### src/rtl/sm4_cbc_cipher_unit_assert.svh
// Assertion macros for the SM4 CBC cipher unit.
`ifndef SM4_CBC_CIPHER_UNIT_ASSERT_SVH
`define SM4_CBC_CIPHER_UNIT_ASSERT_SVH

// Check that cons holds in the same cycle as ante.
`define SM4CU_ASSERT_SAME(name, ante, cons, msg) \
    name: assert property (@(posedge clk) disable iff (!rst_n) (ante) |-> (cons)) \
        else $error(msg);

// Check that cons holds in the cycle after ante.
`define SM4CU_ASSERT_NEXT(name, ante, cons, msg) \
    name: assert property (@(posedge clk) disable iff (!rst_n) (ante) |=> (cons)) \
        else $error(msg);

`endif

### src/rtl/sm4cbc_pkg.sv
// Package for the SM4 CBC cipher unit: types, constants and round functions.
`default_nettype none

package sm4cbc_pkg;

    localparam int unsigned ROUNDS_DEF  = 32;
    localparam int unsigned APB_ADDR_W  = 5;
    localparam int unsigned APB_DATA_W  = 64;
    localparam int unsigned BLOCK_W     = 128;
    localparam int unsigned USER_W      = 2;

    typedef enum logic [2:0] {
        ST_IDLE,
        ST_EXPAND,
        ST_LOAD,
        ST_ROUND,
        ST_FINISH
    } state_t;

    typedef enum logic [1:0] {
        REG_KEY_HIGH,
        REG_KEY_LOW,
        REG_SV_HIGH,
        REG_SV_LOW
    } reg_idx_t;

    localparam logic [31:0] FK [4] = '{
        32'ha3b1bac6, 32'h56aa3350, 32'h677d9197, 32'hb27022dc
    };

    localparam logic [7:0] SBOX [256] = '{
        8'hd6,8'h90,8'he9,8'hfe,8'hcc,8'he1,8'h3d,8'hb7,8'h16,8'hb6,8'h14,8'hc2,8'h28,8'hfb,8'h2c,8'h05,
        8'h2b,8'h67,8'h9a,8'h76,8'h2a,8'hbe,8'h04,8'hc3,8'haa,8'h44,8'h13,8'h26,8'h49,8'h86,8'h06,8'h99,
        8'h9c,8'h42,8'h50,8'hf4,8'h91,8'hef,8'h98,8'h7a,8'h33,8'h54,8'h0b,8'h43,8'hed,8'hcf,8'hac,8'h62,
        8'he4,8'hb3,8'h1c,8'ha9,8'hc9,8'h08,8'he8,8'h95,8'h80,8'hdf,8'h94,8'hfa,8'h75,8'h8f,8'h3f,8'ha6,
        8'h47,8'h07,8'ha7,8'hfc,8'hf3,8'h73,8'h17,8'hba,8'h83,8'h59,8'h3c,8'h19,8'he6,8'h85,8'h4f,8'ha8,
        8'h68,8'h6b,8'h81,8'hb2,8'h71,8'h64,8'hda,8'h8b,8'hf8,8'heb,8'h0f,8'h4b,8'h70,8'h56,8'h9d,8'h35,
        8'h1e,8'h24,8'h0e,8'h5e,8'h63,8'h58,8'hd1,8'ha2,8'h25,8'h22,8'h7c,8'h3b,8'h01,8'h21,8'h78,8'h87,
        8'hd4,8'h00,8'h46,8'h57,8'h9f,8'hd3,8'h27,8'h52,8'h4c,8'h36,8'h02,8'he7,8'ha0,8'hc4,8'hc8,8'h9e,
        8'hea,8'hbf,8'h8a,8'hd2,8'h40,8'hc7,8'h38,8'hb5,8'ha3,8'hf7,8'hf2,8'hce,8'hf9,8'h61,8'h15,8'ha1,
        8'he0,8'hae,8'h5d,8'ha4,8'h9b,8'h34,8'h1a,8'h55,8'had,8'h93,8'h32,8'h30,8'hf5,8'h8c,8'hb1,8'he3,
        8'h1d,8'hf6,8'he2,8'h2e,8'h82,8'h66,8'hca,8'h60,8'hc0,8'h29,8'h23,8'hab,8'h0d,8'h53,8'h4e,8'h6f,
        8'hd5,8'hdb,8'h37,8'h45,8'hde,8'hfd,8'h8e,8'h2f,8'h03,8'hff,8'h6a,8'h72,8'h6d,8'h6c,8'h5b,8'h51,
        8'h8d,8'h1b,8'haf,8'h92,8'hbb,8'hdd,8'hbc,8'h7f,8'h11,8'hd9,8'h5c,8'h41,8'h1f,8'h10,8'h5a,8'hd8,
        8'h0a,8'hc1,8'h31,8'h88,8'ha5,8'hcd,8'h7b,8'hbd,8'h2d,8'h74,8'hd0,8'h12,8'hb8,8'he5,8'hb4,8'hb0,
        8'h89,8'h69,8'h97,8'h4a,8'h0c,8'h96,8'h77,8'h7e,8'h65,8'hb9,8'hf1,8'h09,8'hc5,8'h6e,8'hc6,8'h84,
        8'h18,8'hf0,8'h7d,8'hec,8'h3a,8'hdc,8'h4d,8'h20,8'h79,8'hee,8'h5f,8'h3e,8'hd7,8'hcb,8'h39,8'h48
    };

    // Byte-wise S-box on a word.
    function automatic logic [31:0] subst(input logic [31:0] a);
        return {SBOX[a[31:24]], SBOX[a[23:16]], SBOX[a[15:8]], SBOX[a[7:0]]};
    endfunction

    // Linear transform of the data rounds.
    function automatic logic [31:0] lin_round(input logic [31:0] b);
        return b ^ {b[29:0], b[31:30]} ^ {b[21:0], b[31:22]}
                 ^ {b[13:0], b[31:14]} ^ {b[7:0], b[31:8]};
    endfunction

    // Linear transform of the key schedule.
    function automatic logic [31:0] lin_key(input logic [31:0] b);
        return b ^ {b[18:0], b[31:19]} ^ {b[8:0], b[31:9]};
    endfunction

    // CK word i: byte j from the top is (4*i + j) * 7 mod 256.
    function automatic logic [31:0] ck_word(input logic [7:0] idx);
        logic [31:0] w;
        logic [7:0]  byt;
        w = '0;
        for (int j = 0; j < 4; j++)
        begin
            byt = {idx[5:0], 2'b00} + 8'(j);
            w   = {w[23:0], 8'((byt << 3) - byt)};
        end
        return w;
    endfunction

endpackage

`default_nettype wire

### src/rtl/sm4_cbc_cipher_unit.sv
// SM4 block cipher in CBC mode with APB configuration and stream ports.
//
//   channel   group                      direction  payload
//   s_*       s_tvalid/s_tready/s_tdata  in         block_high, block_low; tuser op, restart
//   m_*       m_tvalid/m_tready/m_tdata  out        result_high, result_low
//   apb       psel/penable/pwrite/paddr  in/out     key and start vector, 64-bit registers
//
// One block at a time: accept, the rounds on the shared S-box datapath, a load step to
// prefetch the first round key and a finish step to move the result into the output
// register. The first block after reset or after a key write is preceded by key
// expansion into the round key memory.
// rst_n clears control, the chain value and the registers; the round key memory is
// not cleared and is always expanded before it is read.
// A stalled output holds the result in the output register and the next block is
// taken while it waits; a block that finishes behind it waits for the slot.
`default_nettype none
`include "sm4_cbc_cipher_unit_assert.svh"

module sm4_cbc_cipher_unit #(
    parameter int unsigned ROUNDS = sm4cbc_pkg::ROUNDS_DEF
) (
    input  wire logic                              clk,
    input  wire logic                              rst_n,
    // APB configuration
    input  wire logic                              psel,
    input  wire logic                              penable,
    input  wire logic                              pwrite,
    input  wire logic [sm4cbc_pkg::APB_ADDR_W-1:0] paddr,
    input  wire logic [sm4cbc_pkg::APB_DATA_W-1:0] pwdata,
    output logic      [sm4cbc_pkg::APB_DATA_W-1:0] prdata,
    output logic                                   pready,
    // input blocks
    input  wire logic                              s_tvalid,
    output logic                                   s_tready,
    input  wire logic [sm4cbc_pkg::BLOCK_W-1:0]    s_tdata,  // block_high, block_low
    input  wire logic [sm4cbc_pkg::USER_W-1:0]     s_tuser,  // op, restart
    // result blocks
    output logic                                   m_tvalid,
    input  wire logic                              m_tready,
    output logic      [sm4cbc_pkg::BLOCK_W-1:0]    m_tdata   // result_high, result_low
);
    import sm4cbc_pkg::*;

    localparam int unsigned RK_W = $clog2(ROUNDS);
    localparam logic [RK_W-1:0] LAST_RND = RK_W'(ROUNDS - 1);

    // configuration registers
    logic [63:0] key_hi_reg, key_lo_reg, sv_hi_reg, sv_lo_reg;
    logic        keys_ready_reg;

    // block state
    state_t      state_reg, state_next;
    logic [RK_W-1:0] cnt_reg;
    logic        op_reg;
    logic [63:0] blk_hi_reg, blk_lo_reg;
    logic [63:0] chain_hi_reg, chain_lo_reg;
    logic [31:0] w_reg [4];

    // output register
    logic         m_tvalid_reg;
    logic [127:0] m_tdata_reg;

    // round key memory
    logic [31:0]     rk_mem [ROUNDS];
    logic [31:0]     rk_rdata_reg;
    logic [RK_W-1:0] rd_cnt, rd_addr;
    logic            rk_we;

    // handshakes and control
    logic cfg_wr, s_accept, out_load, out_free;

    // datapath
    logic [63:0]  blk_hi_in, blk_lo_in, chain_hi_eff, chain_lo_eff;
    logic [31:0]  rk_sel, mix_in, sub_out, nw;
    logic [127:0] res_raw, res_out;
    logic         is_expand;

    assign pready   = 1'b1;
    assign cfg_wr   = psel & penable & pwrite & pready;
    assign s_accept = s_tvalid & s_tready;
    assign m_tvalid = m_tvalid_reg;
    assign m_tdata  = m_tdata_reg;
    assign out_free = !m_tvalid_reg || m_tready;

    assign blk_hi_in = s_tdata[63:0];
    assign blk_lo_in = s_tdata[127:64];

    // register read back
    always_comb
    begin
        unique case (reg_idx_t'(paddr[4:3]))
            REG_KEY_HIGH: prdata = key_hi_reg;
            REG_KEY_LOW:  prdata = key_lo_reg;
            REG_SV_HIGH:  prdata = sv_hi_reg;
            REG_SV_LOW:   prdata = sv_lo_reg;
            default:      prdata = '0;
        endcase
    end

    // restart reloads the chain from the start vector
    assign chain_hi_eff = s_tuser[1] ? sv_hi_reg : chain_hi_reg;
    assign chain_lo_eff = s_tuser[1] ? sv_lo_reg : chain_lo_reg;

    // shared round: key schedule uses CK and L', data rounds the stored round key and L
    assign is_expand = (state_reg == ST_EXPAND);
    assign rk_sel    = is_expand ? ck_word(8'(cnt_reg)) : rk_rdata_reg;
    assign mix_in    = w_reg[1] ^ w_reg[2] ^ w_reg[3] ^ rk_sel;
    assign sub_out   = subst(mix_in);
    assign nw        = w_reg[0] ^ (is_expand ? lin_key(sub_out) : lin_round(sub_out));

    // final word order is reversed; decryption whitens with the chain afterwards
    assign res_raw = {w_reg[1], w_reg[0], w_reg[3], w_reg[2]};
    assign res_out = op_reg ? (res_raw ^ {chain_lo_reg, chain_hi_reg}) : res_raw;

    // next state
    always_comb
    begin
        state_next = state_reg;
        unique case (state_reg)
            ST_IDLE:
            begin
                if (s_tvalid)
                    state_next = keys_ready_reg ? ST_LOAD : ST_EXPAND;
            end
            ST_EXPAND:
            begin
                if (cnt_reg == LAST_RND)
                    state_next = ST_LOAD;
            end
            ST_LOAD:
                state_next = ST_ROUND;
            ST_ROUND:
            begin
                if (cnt_reg == LAST_RND)
                    state_next = ST_FINISH;
            end
            ST_FINISH:
            begin
                if (out_free)
                    state_next = ST_IDLE;
            end
            default:
                state_next = ST_IDLE;
        endcase
    end

    // control outputs
    always_comb
    begin
        s_tready = (state_reg == ST_IDLE);
        rk_we    = (state_reg == ST_EXPAND);
        out_load = (state_reg == ST_FINISH) && out_free;
        // prefetch the key of the next round
        rd_cnt   = (state_reg == ST_ROUND) ? (cnt_reg + 1'b1) : '0;
        rd_addr  = op_reg ? (LAST_RND - rd_cnt) : rd_cnt;
    end

    // round key memory: written during expansion, read one round ahead
    always_ff @(posedge clk)
    begin
        if (rk_we)
            rk_mem[cnt_reg] <= nw;
        rk_rdata_reg <= rk_mem[rd_addr];
    end

    // configuration registers
    always_ff @(posedge clk or negedge rst_n)
    begin
        if (!rst_n)
        begin
            key_hi_reg     <= '0;
            key_lo_reg     <= '0;
            sv_hi_reg      <= '0;
            sv_lo_reg      <= '0;
            keys_ready_reg <= 1'b0;
        end
        else
        begin
            if (state_reg == ST_EXPAND && cnt_reg == LAST_RND)
                keys_ready_reg <= 1'b1;
            if (cfg_wr)
            begin
                unique case (reg_idx_t'(paddr[4:3]))
                    REG_KEY_HIGH:
                    begin
                        key_hi_reg     <= pwdata;
                        keys_ready_reg <= 1'b0;
                    end
                    REG_KEY_LOW:
                    begin
                        key_lo_reg     <= pwdata;
                        keys_ready_reg <= 1'b0;
                    end
                    REG_SV_HIGH: sv_hi_reg <= pwdata;
                    REG_SV_LOW:  sv_lo_reg <= pwdata;
                    default: ;
                endcase
            end
        end
    end

    // control and chain state
    always_ff @(posedge clk or negedge rst_n)
    begin
        if (!rst_n)
        begin
            state_reg    <= ST_IDLE;
            cnt_reg      <= '0;
            op_reg       <= 1'b0;
            chain_hi_reg <= '0;
            chain_lo_reg <= '0;
            m_tvalid_reg <= 1'b0;
        end
        else
        begin
            state_reg <= state_next;
            if (state_reg == ST_EXPAND || state_reg == ST_ROUND)
                cnt_reg <= cnt_reg + 1'b1;
            else
                cnt_reg <= '0;
            if (s_accept)
            begin
                op_reg       <= s_tuser[0];
                chain_hi_reg <= chain_hi_eff;
                chain_lo_reg <= chain_lo_eff;
            end
            if (out_load)
            begin
                // encryption chains on its output, decryption on its input
                chain_hi_reg <= op_reg ? blk_hi_reg : res_raw[63:0];
                chain_lo_reg <= op_reg ? blk_lo_reg : res_raw[127:64];
                m_tvalid_reg <= 1'b1;
            end
            else if (m_tready)
                m_tvalid_reg <= 1'b0;
        end
    end

    // payload registers
    always_ff @(posedge clk)
    begin
        if (out_load)
            m_tdata_reg <= res_out;
        if (s_accept)
        begin
            blk_hi_reg <= blk_hi_in;
            blk_lo_reg <= blk_lo_in;
            if (keys_ready_reg)
            begin
                // decryption feeds the block itself, encryption block xor chain
                w_reg[0] <= s_tuser[0] ? blk_hi_in[63:32] : blk_hi_in[63:32] ^ chain_hi_eff[63:32];
                w_reg[1] <= s_tuser[0] ? blk_hi_in[31:0]  : blk_hi_in[31:0]  ^ chain_hi_eff[31:0];
                w_reg[2] <= s_tuser[0] ? blk_lo_in[63:32] : blk_lo_in[63:32] ^ chain_lo_eff[63:32];
                w_reg[3] <= s_tuser[0] ? blk_lo_in[31:0]  : blk_lo_in[31:0]  ^ chain_lo_eff[31:0];
            end
            else
            begin
                w_reg[0] <= key_hi_reg[63:32] ^ FK[0];
                w_reg[1] <= key_hi_reg[31:0]  ^ FK[1];
                w_reg[2] <= key_lo_reg[63:32] ^ FK[2];
                w_reg[3] <= key_lo_reg[31:0]  ^ FK[3];
            end
        end
        else if (state_reg == ST_EXPAND && cnt_reg == LAST_RND)
        begin
            // keys done: load the cipher input from the held block
            w_reg[0] <= op_reg ? blk_hi_reg[63:32] : blk_hi_reg[63:32] ^ chain_hi_reg[63:32];
            w_reg[1] <= op_reg ? blk_hi_reg[31:0]  : blk_hi_reg[31:0]  ^ chain_hi_reg[31:0];
            w_reg[2] <= op_reg ? blk_lo_reg[63:32] : blk_lo_reg[63:32] ^ chain_lo_reg[63:32];
            w_reg[3] <= op_reg ? blk_lo_reg[31:0]  : blk_lo_reg[31:0]  ^ chain_lo_reg[31:0];
        end
        else if (state_reg == ST_EXPAND || state_reg == ST_ROUND)
        begin
            // advance the word window
            w_reg[0] <= w_reg[1];
            w_reg[1] <= w_reg[2];
            w_reg[2] <= w_reg[3];
            w_reg[3] <= nw;
        end
    end

    `SM4CU_ASSERT_SAME(a_round_needs_keys, state_reg == ST_ROUND, keys_ready_reg,
        "data round runs without expanded keys")
    `SM4CU_ASSERT_SAME(a_key_write_only_unready, rk_we, !keys_ready_reg,
        "round key memory written while keys are marked ready")
    `SM4CU_ASSERT_SAME(a_out_from_finish, $rose(m_tvalid_reg), $past(state_reg) == ST_FINISH,
        "result shown without a finished block")
    `SM4CU_ASSERT_NEXT(a_accept_no_result, s_accept, !$rose(m_tvalid_reg),
        "result appears right after an accepted block")

endmodule

`default_nettype wire

### config.mk
export PLATFORM = sky130hd
export DESIGN_NAME = sm4_cbc_cipher_unit
export DESIGN_NICKNAME = d
export VERILOG_FILES = /design/src/rtl/sm4cbc_pkg.sv /design/src/rtl/sm4_cbc_cipher_unit.sv
export VERILOG_INCLUDE_DIRS = /design/src /design/src/rtl
export SDC_FILE = /design/constraint.sdc
export NUM_CORES = 2
export LEC_CHECK = 0
export BUFFER_PORTS_ARGS = -buffer_cell sky130_fd_sc_hd__buf_2
export CORE_UTILIZATION = 45
export CTS_CLUSTER_DIAMETER = 100
export DETAILED_ROUTE_END_ITERATION = 8
export GPL_ROUTABILITY_DRIVEN = 0
export HOLD_SLACK_MARGIN = 0.03
export SLEW_MARGIN = 10
export SYNTH_ARGS = -nofsm -noshare
export SYNTH_HDL_FRONTEND = slang
export SYNTH_SLANG_ARGS = --single-unit
### constraint.sdc
create_clock -name clk -period 11.1 [get_ports clk]
set_input_delay 1.11 -clock clk [delete_from_list [all_inputs] [get_ports clk]]
set_output_delay 1.11 -clock clk [all_outputs]
set_load 0.1 [all_outputs]
Yosys cells after proc, flatten, opt, wreduce, memory -nomap -nowiden. Memory sizes are Yosys's and may differ from the RTL's. A register that Yosys moved wholly into a read port is not among the register bits. Index checks and enable logic that the tools add are counted.

Memories: 6. Memory bits (read-only): 8192. RAM bits: 1152. Latch bits: 0. Flip-flop bits (word level): 651. Input port bits: 206. Word-level logic and storage cells: 171. Output and inout bits: 195.

Equal/unequal tests: 12. Mux-type cells: 69. Bitwise operators: 42. Div/mod/pow operators: 0. Reduce and logical (&&, ||, !) cells: 15. $add $sub $neg: 9. Multipliers: 0. Shifts and indexed selects: 0. $lt $le $gt $ge: 4.

Memories: (no name shown) (depth 256, width 8, rd ports 1, clocked after Yosys merged registers in 0, write ports 0, line sm4cbc_pkg.sv:52) `return {SBOX[a[31:24]], SBOX[a[23:16]], SBOX[a[15:8]], SBOX[a[7:0]]};`; (no name shown) (depth 256, width 8, rd ports 1, clocked after Yosys merged registers in 0, write ports 0, line sm4cbc_pkg.sv:52); (no name shown) (depth 256, width 8, rd ports 1, clocked after Yosys merged registers in 0, write ports 0, line sm4cbc_pkg.sv:52); (no name shown) (depth 256, width 8, rd ports 1, clocked after Yosys merged registers in 0, write ports 0, line sm4cbc_pkg.sv:52); rk_mem (depth 32, width 32, rd ports 1, clocked after Yosys merged registers in 1, write ports 1, line sm4_cbc_cipher_unit.sv:64) `logic [31:0] rk_mem [ROUNDS];`; w_reg (depth 4, width 32, rd ports 4, clocked after Yosys merged registers in 0, write ports 4, line sm4_cbc_cipher_unit.sv:57) `logic [31:0] w_reg [4];`.

Operators with widths (count): $mux W32 (22); $xor A32 B32 Y32 (18); $mux W64 (8); $pmux W64 S4 (1); $mux W128 (1); $xor A128 B128 Y128 (1); $mux W8 (8); $ge A9 B9 Y1 const B (4); $not A8 Y9 (4); $not A14 Y14 (2); $sub A8 B8 Y8 (3); $mux W1 (20); $not A19 Y19 (1); $not A17 Y17 (1); $add A7 B2 Y8 const B (2); $mux W5 (3); $pmux W3 S5 (1); $mux W3 (4); $or A1 B1 Y1 (12); $add A7 B1 Y8 const B (1); $reduce_and A2 Y1 (4); $sub A8 B7 Y8 (1); $eq A3 B2 Y1 const B (2); $ne A2 B2 Y1 const B (3); other kinds (18) (24).

Longest topological paths before layout.
Depth after elaboration: 15. Gate-level depth with buffers: 23. Mapped depth without buffers: 16.

Worst setup path before layout. No wires, ideal clock.

Kind: flip-flop to flip-flop. From: register state_reg[2]. To: register chain_lo_reg[13]. Clock period less this slack: 7868 ps. Buffers on the path: 2. Arrival time: 7485 ps. Required time: 10717 ps. Setup time: 383 ps. Slack: 3232 ps. Stages on the path, launching flop included: 7. Cell sequence: dfrtp_1 > buf_1 > nor3_1 > nand2_1 > clkinv_1 > buf_1 > a221oi_1.

Cells in the longest elaborated chain, start to end: 3. Elaborated cells between the ends (all ways): 6. Those cells by class: 1 x eq/ne; 1 x mux; 1 x bitwise; 3 x reduce/logical.

RTL lines: start, declared (line sm4_cbc_cipher_unit.sv:52) `state_t state_reg, state_next;`; start signal, assigned (line sm4_cbc_cipher_unit.sv:216) `state_reg <= state_next;`; $logic_not A3 Y1 (line sm4_cbc_cipher_unit.sv:150) `s_tready = (state_reg == ST_IDLE);`; named net s_tready (line sm4_cbc_cipher_unit.sv:34) `output logic s_tready,`; $and A1 B1 Y1 (line sm4_cbc_cipher_unit.sv:80) `assign s_accept = s_tvalid & s_tready;`; named net s_accept (line sm4_cbc_cipher_unit.sv:70) `logic cfg_wr, s_accept, out_load, out_free;`; $reduce_bool A2 Y1 (no line); end signal, assigned (line sm4_cbc_cipher_unit.sv:225) `chain_lo_reg <= chain_lo_eff;`; end signal, assigned (line sm4_cbc_cipher_unit.sv:231) `chain_lo_reg <= op_reg ? blk_lo_reg : res_raw[127:64];`; end, declared (line sm4_cbc_cipher_unit.sv:56) `logic [63:0] chain_hi_reg, chain_lo_reg;`.

The timed path passes the listed nets, and every way through them passes these cells. A chain may end at the register's enable or synchronous reset.

Worst setup path in the final report.
From: register state_reg[1]. To: memory rk_mem[28][2], data pin.

Cells in the longest elaborated chain, start to end: 13. Elaborated cells between the ends (all ways): 27. Those cells by class: 1 x eq/ne; 10 x mux; 12 x bitwise; 4 x memory.

RTL lines: $eq A3 B1 Y1 (*) (line sm4_cbc_cipher_unit.sv:105) `assign is_expand = (state_reg == ST_EXPAND);`; $mux W32 (line sm4_cbc_cipher_unit.sv:106) `assign rk_sel = is_expand ? ck_word(8'(cnt_reg)) : rk_rdata_reg;`; $xor A32 B32 Y32 (line sm4_cbc_cipher_unit.sv:107) `assign mix_in = w_reg[1] ^ w_reg[2] ^ w_reg[3] ^ rk_sel;`; $not A8 Y9 (not written as such) (line sm4cbc_pkg.sv:52); $mem_v2 Z256 W8; $mux W8 (not written as such) (2 in series) (line sm4cbc_pkg.sv:52); $xor A32 B32 Y32 (2 in series) (line sm4cbc_pkg.sv:57) `return b ^ {b[29:0], b[31:30]} ^ {b[21:0], b[31:22]}`; $xor A32 B32 Y32 (2 in series) (line sm4cbc_pkg.sv:58) `^ {b[13:0], b[31:14]} ^ {b[7:0], b[31:8]};`; $mux W32 (*) (line sm4_cbc_cipher_unit.sv:109) `assign nw = w_reg[0] ^ (is_expand ? lin_key(sub_out) : lin_round(sub_out));`; $xor A32 B32 Y32 (*) (line sm4_cbc_cipher_unit.sv:109); named net nw[2] (line sm4_cbc_cipher_unit.sv:74) `logic [31:0] rk_sel, mix_in, sub_out, nw;`; end, declared (line sm4_cbc_cipher_unit.sv:64).

Mark *: on every way through the listed nets, which the timed path passes. The rest lies on a longest branch. The select of a mux whose other input is x is not followed.

==> flow_summary.toml <==
[logic_synthesis]
syn_avg_cell_area_sq_um = 12.9
synthFlopType = "edfxtp_1"
synth_area_sq_um = 97000
synth_seq_cells = 1835
ys_seq_area_share_pct = 54.4
synthCells = 7545
synth_warnings = 0
synth_most_common_cell = "edfxtp_1"
async_flop_share_pct = 21.5
syn_nets = 7800
synth_area_leaders = "edfxtp_1 (44%), dfrtp_1 (10%), mux4_2 (9.3%), xnor2_1 (4.1%), mux2i_1 (3.7%)"
synth_top_area_share_pct = 43.6
synthTopCellsByCount = "edfxtp_1 (1408), nor2_1 (708), nand2_1 (507), xnor2_1 (453), a21oi_1 (412)"
synth_cell_type_count = 114
synth_top_cell_by_area = "edfxtp_1"
synth-edff-count = 1408

[die]
core_sq_um = 214000
initial_utilization_pct = 45.3
io_pins = 401
die_area_sq_um = 217000
rows = 170
fp.dieW_microns = 466
die_y_microns = 466

[route]
drt_iter0_drc = 11700
dr.pass1.iters = 9
drt-total-wl_mm = 353
remaining_drc_errors = 18
avgRoutedWirePerCell_microns = 32.8
via_per_inst = 6.73
vias = 72400
ant_nets = 0

[critical_path]
crit_path_start_kind = "register"
cp_max_fo = 39
cp.required_ns = 11.56
reg2reg_depth = 19
worstPathArrival_ns = 8.61
cp-end-kind = "register"
path_class = "reg2reg"

[clock_tree]
cts_setup_buffers = 0
clk_path_buf_depth = 3
cts_tree = "yes"
ctsResizeCount = 0
cts_buffers = 193
path_clk_slew_ns = 0.06
h-tree-depth = 4
clkLatencyLatePin_ns = 0.87
cts_sinks = 1835
root_buffer = "clkbuf_16"
ctsHoldBuffers = 0

[final_layout]
areaGrowthSynthToFinish_pct = 12.3
final-seq-area_sq_um = 52800
fillers = 18300
drive_gt1_share_pct = 22.7
multi_input_area_sq_um = 42300
fin_cells = 10800
finalNetCount = 7962
largest_reg_flops = 1024

[hold_path]
holdCritPathClass = "in2async"

[timing]
fin_ws_ns = 2.95
fin_crit_sh_pct = 73.4
relSlewSlack_pct = 15.0
timing.hold.ws_ns = 0.255
fin_tns_setup_ns = 0
worst_pin_slew_ns = 1.27
setup_viol = 0
fin_worst_skew_ns = 0.0484
final_max_slew_viol_count = 0
hold_viol_final = 0
finalCriticalPeriod_ns = 8.15
rsz0062_at_grt = "no"
max_freq_ghz = 0.123

[grt]
grt_pass1_vias = 67700
antenna_found_initial = 51
grt_overflow = 0
track_usage_pct = 31.6
grt_max_degree = 161
grt_pass1_wl_mm = 498

[place]
place_inst = 10400
hpwl_mm = 221
pre_cts_ws_ns = 3.42
io_buffers = 396

[run_status]
status = "finished with violations"
violations = "design-rule violations"

[run]
maxCapViolCount = 0
==> worst max-delay path: stages, from the launching register on <==
cell and delay (ns):
dfrtp_1 0.81, or3b_4 0.58, buf_4 0.56, nand2_1 0.22, xor2_2 0.21, buf_4 0.31
inv_1 0.11, buf_4 0.25, ha_1 0.46, clkinv_1 0.50, nand2_1 0.40, nand3_1 0.11
a31oi_1 0.19, a221oi_1 0.11, a211oi_2 0.84, xnor2_1 0.23, xor2_1 0.36, xor2_1 0.29
a211o_1 0.19, and2_1 0.92
==> layer usage <==
layer	track usage, %	vias up	wire length (microns)
met4	13.5	14	18300
met1	44.4	36600	138000
met5	0	-	78
li1	-	29400	-
met2	45.5	5289	151000
met3	9.36	1103	45600
==> through the flow <==
| step | cell area [sq um] | util, % |
|---|---|---|
| after floorplan | 97000 | - |
| after global placement | 102000 | 47.8 |
| after detailed placement | 102000 | 47.8 |
| after CTS | 109000 | 50.8 |
| after global routing | 109000 | 50.8 |
| final | 109000 | 50.8 |
==> layout by cell type (no fill, tap or decap), types with 22 or more instances in the layout <==
cell type  count
edfxtp_1    1408
nor2_1       684
nand2_1      501
xnor2_1      426
a21oi_1      411
mux4_2       400
dfrtp_1      394
buf_2        391
mux2i_1      354
mux2_2       293
o21ai_0      208
clkbuf_16    194
buf_4        192
xor2_1       151
a211oi_1     146
nand2b_1     105
nand3_1      100
a221o_1       96
nor3_1        88
o211ai_1      74
a31oi_1       68
o221ai_1      64
a221oi_1      64
ha_1          48
nor2b_1       47
a311oi_1      46
clkbuf_1      45
diode_2       41
o22ai_1       41
clkinv_2      38
clkinv_1      37
o221a_2       37
o311ai_0      34
o31ai_1       33
inv_1         32
dfxtp_1       32
xnor2_2       26
o2111ai_1     24
and2_1        23
nand4_1       22
==> kinds of logic after synthesis <==
logic type	Yosys count	share of synthesized area, %
AOI/OAI and AO/OA	1560	11.4
xor gates and xnor gates	662	6.39
adders and majority gates	49	0.640
buffers and inverters	670	2.92
DFF	1835	54.4
muxes	1051	16.4
other	1	0.00386
and+or+nand+nor	1717	7.82
==> worst paths after layout <==
check                      slack (ns)           start              to
max                              2.95    state_reg[1]   rk_mem[28][2]
min                              0.26           rst_n   sv_hi_reg[54]
max reg2reg                      2.95    state_reg[1]   rk_mem[28][2]
min reg2reg                      0.53  key_hi_reg[52]  key_hi_reg[52]
max in group asynchronous        8.34           rst_n  key_lo_reg[14]
min in group clk                 0.44     s_tdata[60]  blk_hi_reg[60]
==> layout make-up <==
class | instances | share of cell area [%]
inverter | 43 | 0.160
multi-input combinational | 5040 | 38.8
timing repair buffer | 594 | 3.31
clock inverter | 111 | 1.11
sequential | 1835 | 48.5
antenna | 41 | 0.0941
clock buffer | 252 | 4.77
tap | 2838 | 3.26
Power is left out: the tool's default activity adds up to more than one toggle a clock period on the data nets, which glitch-free logic cannot reach.
